## src/rtl/akit_queue.sv

```systemverilog
// ----------------------------------------------------------------------------
// akit_queue: hashed key queue
// Small register FIFO between the hash pipeline and the probe engine so
// that each side stalls on its own.
// ----------------------------------------------------------------------------
module akit_queue #(
   parameter int WIDTH = 8,
   parameter int DEPTH = 2
) (
   input  logic             clock,
   input  logic             reset,
   input  logic             in_valid,
   output logic             in_ready,
   input  logic [WIDTH-1:0] in_data,
   output logic             out_valid,
   input  logic             out_ready,
   output logic [WIDTH-1:0] out_data
);

   localparam int PTR_W = (DEPTH > 1) ? $clog2(DEPTH) : 1;
   localparam int CNT_W = $clog2(DEPTH + 1);
   localparam logic [PTR_W-1:0] PTR_LAST = PTR_W'(DEPTH - 1);
   localparam logic [CNT_W-1:0] CNT_FULL = CNT_W'(DEPTH);

   logic [WIDTH-1:0] mem_ff [DEPTH];
   logic [PTR_W-1:0] wr_ptr_ff, rd_ptr_ff;
   logic [CNT_W-1:0] count_ff;
   logic             push, pop;

   assign in_ready  = (count_ff != CNT_FULL);
   assign out_valid = (count_ff != '0);
   assign out_data  = mem_ff[rd_ptr_ff];
   assign push      = in_valid && in_ready;
   assign pop       = out_valid && out_ready;

   // Store the pushed entry
   always_ff @(posedge clock) begin
      if (push) begin
         mem_ff[wr_ptr_ff] <= in_data;
      end
   end

   // Advance pointers and track occupancy
   always_ff @(posedge clock) begin
      if (reset) begin
         wr_ptr_ff <= '0;
         rd_ptr_ff <= '0;
         count_ff  <= '0;
      end else begin
         if (push) begin
            wr_ptr_ff <= (wr_ptr_ff == PTR_LAST) ? '0 : wr_ptr_ff + PTR_W'(1);
         end
         if (pop) begin
            rd_ptr_ff <= (rd_ptr_ff == PTR_LAST) ? '0 : rd_ptr_ff + PTR_W'(1);
         end
         if (push && !pop) begin
            count_ff <= count_ff + CNT_W'(1);
         end else if (pop && !push) begin
            count_ff <= count_ff - CNT_W'(1);
         end
      end
   end

endmodule

```

## config.mk

```make
export PLATFORM = sky130hd
export DESIGN_NAME = akit_queue
export DESIGN_NICKNAME = d
export VERILOG_FILES = /design/src/rtl/akit_queue.sv
export SDC_FILE = /design/constraint.sdc
export NUM_CORES = 1
export LEC_CHECK = 0
export BUFFER_PORTS_ARGS = -buffer_cell sky130_fd_sc_hd__clkbuf_2
export CAP_MARGIN = 0
export CORE_UTILIZATION = 25
export CTS_CLUSTER_DIAMETER = 30
export DETAILED_ROUTE_END_ITERATION = 8
export SYNTH_ARGS = -nofsm -noshare
export SYNTH_HDL_FRONTEND = slang
export SYNTH_SLANG_ARGS = --single-unit
```

## constraint.sdc

```tcl
create_clock -name clock -period 2.8 [get_ports clock]
set_input_delay 0.56 -clock clock [delete_from_list [all_inputs] [get_ports clock]]
set_output_delay 0.56 -clock clock [all_outputs]
set_load 0.005 [all_outputs]
```

* Word level (Yosys, flattened, before mapping)
Memories as Yosys holds them, arrays and structs flattened. A register that Yosys moved wholly into a read port is not among the register bits. Cells that the tools add are included.
Storage, ports and cells: bits in writable memories 16, register bits after elaboration 4, output and inout bits 10, input bits 12, memories kept 1
Cells by class: $add $sub $neg 4, multiplexer cells 8, reduce and logical (&&, ||, !) cells 8, equal/unequal tests 1
Memories:
- mem_ff | depth 2, width 8, read ports 1, clocked after Yosys merged registers in 1, write ports 1, RTL line 25 | logic [WIDTH-1:0] mem_ff [DEPTH];
Operators by type and width (number):
- $mux 1 | 6
- $logic_and 1x1->1 | 4
- $mux 2 | 2
- $reduce_bool 2->1 | 2
- $add 1x1->1 const B | 2
- $add 2x1->2 const B | 1
- $logic_not 1->1 | 2
- $ne 2x2->1 const B | 1
- $sub 2x1->2 const B | 1

* Depth between registers and ports, before layout
Gate-level depths: netlist (run 1).
word-level depth 6, depth in mapped cells 6, gate-level depth less buffers 6

* Least setup slack after synthesis (run 1)
No wires, ideal clock.
kind input to register, from input port out_ready, to register count_ff[1], buffers on the path 0, required time 2730 ps, arrival time 1489 ps, path slack 1241 ps, stages on the path 4, library setup time 70 ps, cells stage by stage o21ai_0 > ha_1 > or3_1 > a21oi_1
On the way: longest elaborated chain between the ends 4, elaborated cells on any way between the ends 6, those cells by class mux (1); reduce/logical (5)
RTL lines:
- start, declared | RTL line 16 | input logic out_ready,
- $logic_and 1x1->1 (*) | RTL line 34 | assign pop = out_valid && out_ready;
- $logic_not 1->1 | RTL line 56 | if (push && !pop) begin
- $logic_and 1x1->1 | RTL line 56
- $mux 2 / $reduce_bool 2->1 (equally long branches)
- end signal, assigned | RTL line 57 | count_ff <= count_ff + CNT_W'(1);
- end signal, assigned | RTL line 59 | count_ff <= count_ff - CNT_W'(1);
- end, declared | RTL line 27 | logic [CNT_W-1:0] count_ff;
Mark *: on every way between the ends. The rest lies on a longest branch, timed or not. A chain may end at the register's enable or synchronous reset.

==> impl_metrics.tcl, run 1 <==
set metrics [dict create \
    core.rowCount 20 \
    clkPwrFrac_pct 16.9 \
    synth.ff_latch_count 21 \
    syn_area_um2 806 \
    seq_power_share_pct 54.9 \
    layout.cells.non_filler 117 \
    setup_violations 0 \
    yosys.area.top_type "edfxtp_1" \
    postSynthCellCount 49 \
    wirelength_mm 1.24 \
    power_frac_comb_pct 28.2 \
    tightest_slew_ps 398 \
    seq_area_frac_synth_pct 72.0 \
    switchingPower_uw 219 \
    crit_family "flip-flops" \
    cts_max_level 1 \
    via_count 470 \
    fin_skew_ps 8.01 \
    nNetsFinal 87 \
    slew_headroom_pct 73.5 \
    status "complete, no violations" \
    area_growth_pct 22.5 \
    end_kind "primary output" \
    die_area_um2 3450 \
    dp_cells 113 \
    swShare_pct 27.4 \
    path_cells "mux2_2 -> clkbuf_2" \
    max_freq_mhz 524 \
    grt_usage_pct 8.16 \
    dieHeight_um 58.8 \
    cts-root-buf "clkbuf_4" \
    leakage_nw 0.387 \
    reg2reg_slack_ps 1220 \
    ir_drop_mv 0.294 \
    grt_max_degree 12 \
    hp-class "input port to register" \
    post-route-period-util_pct 68.1 \
    postCtsSetupBuffers 0 \
    layout_commonest_cell "clkbuf_2" \
    hold_buffers 0 \
    critPathMaxFanout 8 \
    synth.top_cell.area_share_pct 59.6 \
    syn_area_per_cell_um2 16.4 \
    reg2reg_from "count_ff[0]" \
    final_cell_mix "21 x clkbuf_2, 16 x edfxtp_1, 8 x mux2_2" \
    clkTransAtPathRegs_ps 110 \
    powerDensity_nw_per_um2 809 \
    die_x_um 58.8 \
    clk_latency_ps 290 \
    synth_nets 62 \
    vias_per_cell 4.02 \
    hold_depth 1 \
    slew_violations 0 \
    fin_ws_ps 892 \
    drc 0 \
    clock-sinks 21 \
    antenna_cells 0 \
    slowest_stage "dfxtp_1" \
    cts_tree "built" \
    core-area_um2 3050 \
    rsz0062_at_grt "no" \
    cp_data_arrival_time_ps 1350 \
    finalCriticalPeriod_ps 1910 \
    place_congestion 0.666 \
    io_buffers 21 \
    critPathKind "register to primary output" \
    firstDrtPassIters 4 \
    clockBufferDepth 2 \
    start_util_pct 26.4 \
    synth_cell_types 17 \
    worst-r2r-cell-count 5 \
    dpl_worst_slack_ps 1090 \
    drive_gt1_share_pct 47.9 \
    cts_resized 0 \
    yosysWarnings 0 \
    internal_power_uw 579 \
    path_buf_inv 1 \
    wl_per_cell_um 10.6 \
    grt_pass1_vias 472 \
    fin_total_pwr_uw 798 \
    numCtsBuffers 3 \
    hold_viol_final 0 \
    antenna_found_initial 0 \
    critPathMaxStageDelay_ps 560 \
    rr_endpoint "count_ff[1]" \
    final_antenna_net_count 0 \
    synthTopCellsByArea "edfxtp_1 60%, dfxtp_1 12%, mux2_2 11%, xor2_1 3.3%, nand2b_4 1.7%" \
    initialDrtViolationCount 9 \
    required_ps 2240 \
    hold_end "mem_ff[0][5]" \
    drv_cap 0 \
    overflow 0 \
    ioPinCount 22 \
    grt_pass1_wl_mm 2.01 \
    crit_path_start_kind "register" \
    finalSetupTns_ps 0 \
    min-delay-start "in_data[5]" \
    dp_hpwl_um 946 \
]
==> power by group through the flow <==
stage / Sequential [mW] / Combinational, mW / Clock, mW
finish: 0.438 / 0.225 / 0.135
global route: 0.447 / 0.252 / 0.158
CTS: 0.440 / 0.232 / 0.144
detailed placement: 0.447 / 0.230 / 0
global placement: 0.445 / 0.227 / 0
floorplan: 0.423 / 0.168 / 0
==> metal layers <==
layer | GRT usage (%) | share of wire (%)
met1 | 9.08 | 45
met2 | 13.8 | 49
met3 | 2.86 | 5.9
met4 | 4.08 | 0
met5 | 0 | 0
==> how the worst max path moves through the flow <==
stage,startpoint,end,slack (ps),depth (start not counted)
6_report,register,out_data[2],890,2
5_1_grt,register,out_data[2],810,2
4_1_cts,register,out_data[2],850,2
3_5_place_dp,in_valid,count_ff[1],1090,5
3_3_place_gp,in_valid,count_ff[1],1130,5
2_1_floorplan,out_ready,count_ff[1],1240,4
==> layout make-up <==
| cell class | instances | area, um^2 |
|---|---|---|
| Fill cell | 323 | 2070 |
| Sequential cell | 21 | 581 |
| Multi-Input combinational cell | 26 | 216 |
| Timing Repair Buffer | 21 | 105 |
| Tap cell | 44 | 55.1 |
| Clock buffer | 4 | 26.3 |
| Inverter | 1 | 3.75 |
==> sequential cells by signal (all words and copies together), names as in the netlist, named ones only <==
register,cells
count_ff,2
mem_ff,16
rd_ptr_ff,1
wr_ptr_ff,1
==> through the flow <==
step | utilization (%) | hold slack, ps | cell area [um^2]
final | 32.3 | 453 | 987
after global routing | 32.3 | 428 | 987
after CTS | 32.3 | 440 | 987
after detailed placement | 31.5 | 490 | 961
after global placement | 31.5 | 495 | 961
after floorplan | - | 472 | 806
==> cell families after synthesis <==
family                   Yosys count  share of synthesized area, %
AND/OR/NAND/NOR                    9                          7.14
adder cells (fa/ha/maj)            1                          1.55
XOR/XNOR                           3                          3.26
multiplexers                       8                          11.2
buffers and inverters              2                          1.09
flip-flops                        21                          72.1
AO/OA/AOI/OAI                      5                          3.73
==> cells in the mapped netlist, drive strengths merged <==
master	number
or2	1
buf	1
and3	1
nand3b	1
nor2	3
or3	1
xor2	3
edfxtp	16
o21ai	2
nand2b	1
inv	1
dfxtp	5
and2	1
a21bo	1
ha	1
a21oi	2
mux2	8
Power figures use the tool's default switching activity.
==> inputs of run 2 (changes only) <==
- clock period: 2.8 -> 1.6 ns (I/O delays scaled with it)
==> impl_metrics.tcl, run 2 (synthesis results as in run 1) <==
set metrics [dict create \
    min-delay-start "in_data[4]" \
    overflow 0 \
    path_cells "nand2b_4 -> and2_1 -> ha_4 -> xor2_1 -> or3_1 -> a21oi_1" \
    wirelength_mm 1.29 \
    cts-root-buf "clkbuf_4" \
    layout.cells.non_filler 118 \
    slew_violations 0 \
    via_count 470 \
    required_ps 1820 \
    fin_area_um2 1020 \
    tightest_slew_ps 401 \
    io_buffers 21 \
    drive_gt1_share_pct 54.1 \
    postLayoutCoreUtil_pct 33.3 \
    powerDensity_nw_per_um2 1430 \
    finalSetupTns_ps 0 \
    hold_ws_ps 213 \
    numCtsBuffers 3 \
    finalCriticalPeriod_ps 1560 \
    end_kind "register" \
    cts_max_level 1 \
    fin_total_pwr_mw 1.46 \
    clkPwrFrac_pct 16.4 \
    hp-class "input port to register" \
    ioPinCount 22 \
    start_util_pct 26.4 \
    antenna_cells 0 \
    die_x_um 58.8 \
    final_cell_mix "21 x clkbuf_2, 16 x edfxtp_1, 8 x mux2_2" \
    core-area_um2 3050 \
    nNetsFinal 88 \
    critPathKind "register to register" \
    clockBufferDepth 2 \
    firstDrtPassIters 4 \
    cts_resized 1 \
    status "complete, no violations" \
    regMostFlops "mem_ff" \
    cp_data_arrival_time_ps 1780 \
    area_growth_pct 26.1 \
    max_freq_mhz 641 \
    cts_tree "built" \
    largest_reg_flops 16 \
    power_frac_comb_pct 29.9 \
    clkTransAtPathRegs_ps 100 \
    crit_start "count_ff[0]" \
    drv_cap 0 \
    top_regs "mem_ff: 16 flops, count_ff: 2 flops" \
    hold_viol_final 0 \
    postCtsSetupBuffers 0 \
    grt_pass1_wl_mm 2.02 \
    layout_commonest_cell "clkbuf_2" \
    crit_path_start_kind "register" \
    ir_drop_mv 0.622 \
    initialDrtViolationCount 7 \
    clock-sinks 21 \
    antenna_found_initial 0 \
    slew_headroom_pct 73.2 \
    core.rowCount 20 \
    grt_pass1_vias 452 \
    switchingPower_uw 403 \
    vias_per_cell 3.98 \
    dp_hpwl_um 979 \
    drc 0 \
    fin_skew_ps 1.43 \
    dpl_worst_slack_ps 32.6 \
    final_antenna_net_count 0 \
    hold_buffers 0 \
    setup_violations 0 \
    critPathMaxStageDelay_ps 380 \
    leakage_nw 0.394 \
    dp_cells 114 \
    internal_power_mw 1.05 \
    fillers 325 \
    dieHeight_um 58.8 \
    placed_cell_area_um2 968 \
    die_area_um2 3450 \
    seq_power_share_pct 53.8 \
    critPathMaxFanout 5 \
    reg2reg_slack_ps 40 \
    post-route-period-util_pct 97.5 \
    grt_max_degree 12 \
    slowest_stage "dfxtp_4" \
    swShare_pct 27.6 \
    grt_usage_pct 8.26 \
    reg2reg_from "count_ff[0]" \
    place_congestion 0.620 \
    wl_per_cell_um 11.0 \
    fin_ws_ps 40.5 \
    clk_latency_ps 290 \
]
## run 2: layer usage
layer,GRT usage [%],up-vias,part of all wire (%)
li1,-,234,-
met1,9.79,218,42
met2,14.0,18,52
met3,2.64,0,6.4
met4,3.06,0,0
met5,0,-,0
## run 2: final timing paths
kind                            cells past startpoint      endpoint
worst max-delay path                                6   count_ff[1]
worst min-delay path                                1  mem_ff[1][4]
worst max register to register                      6   count_ff[1]
worst min register to register                      2      register
## run 2: worst max-delay path, delay by kind of cell (launching register included)
family | cells | cell delay [ps]
xor gates and xnor gates | 1 | 140
and+or+nand+nor | 3 | 650
DFF | 1 | 380
adders and majority gates | 1 | 160
AOI/OAI and AO/OA | 1 | 160
## run 2: area by class of cell
class | count | area [um^2] | share of cell area [%]
multi-input combinational | 26 | 229 | 22.5
clock buffer | 4 | 26.3 | 2.59
timing repair buffer | 22 | 113 | 11.1
inverter | 1 | 3.75 | 0.369
sequential | 21 | 589 | 58.0
tap | 44 | 55.1 | 5.42
## run 2: power groups by stage
stage	sequential [mW]	combinational [mW]	clock (mW)
after floorplan	0.741	0.294	0
after global placement	0.775	0.407	0
after detailed placement	0.784	0.419	0
after CTS	0.773	0.422	0.252
after global routing	0.798	0.483	0.279
final	0.784	0.436	0.239
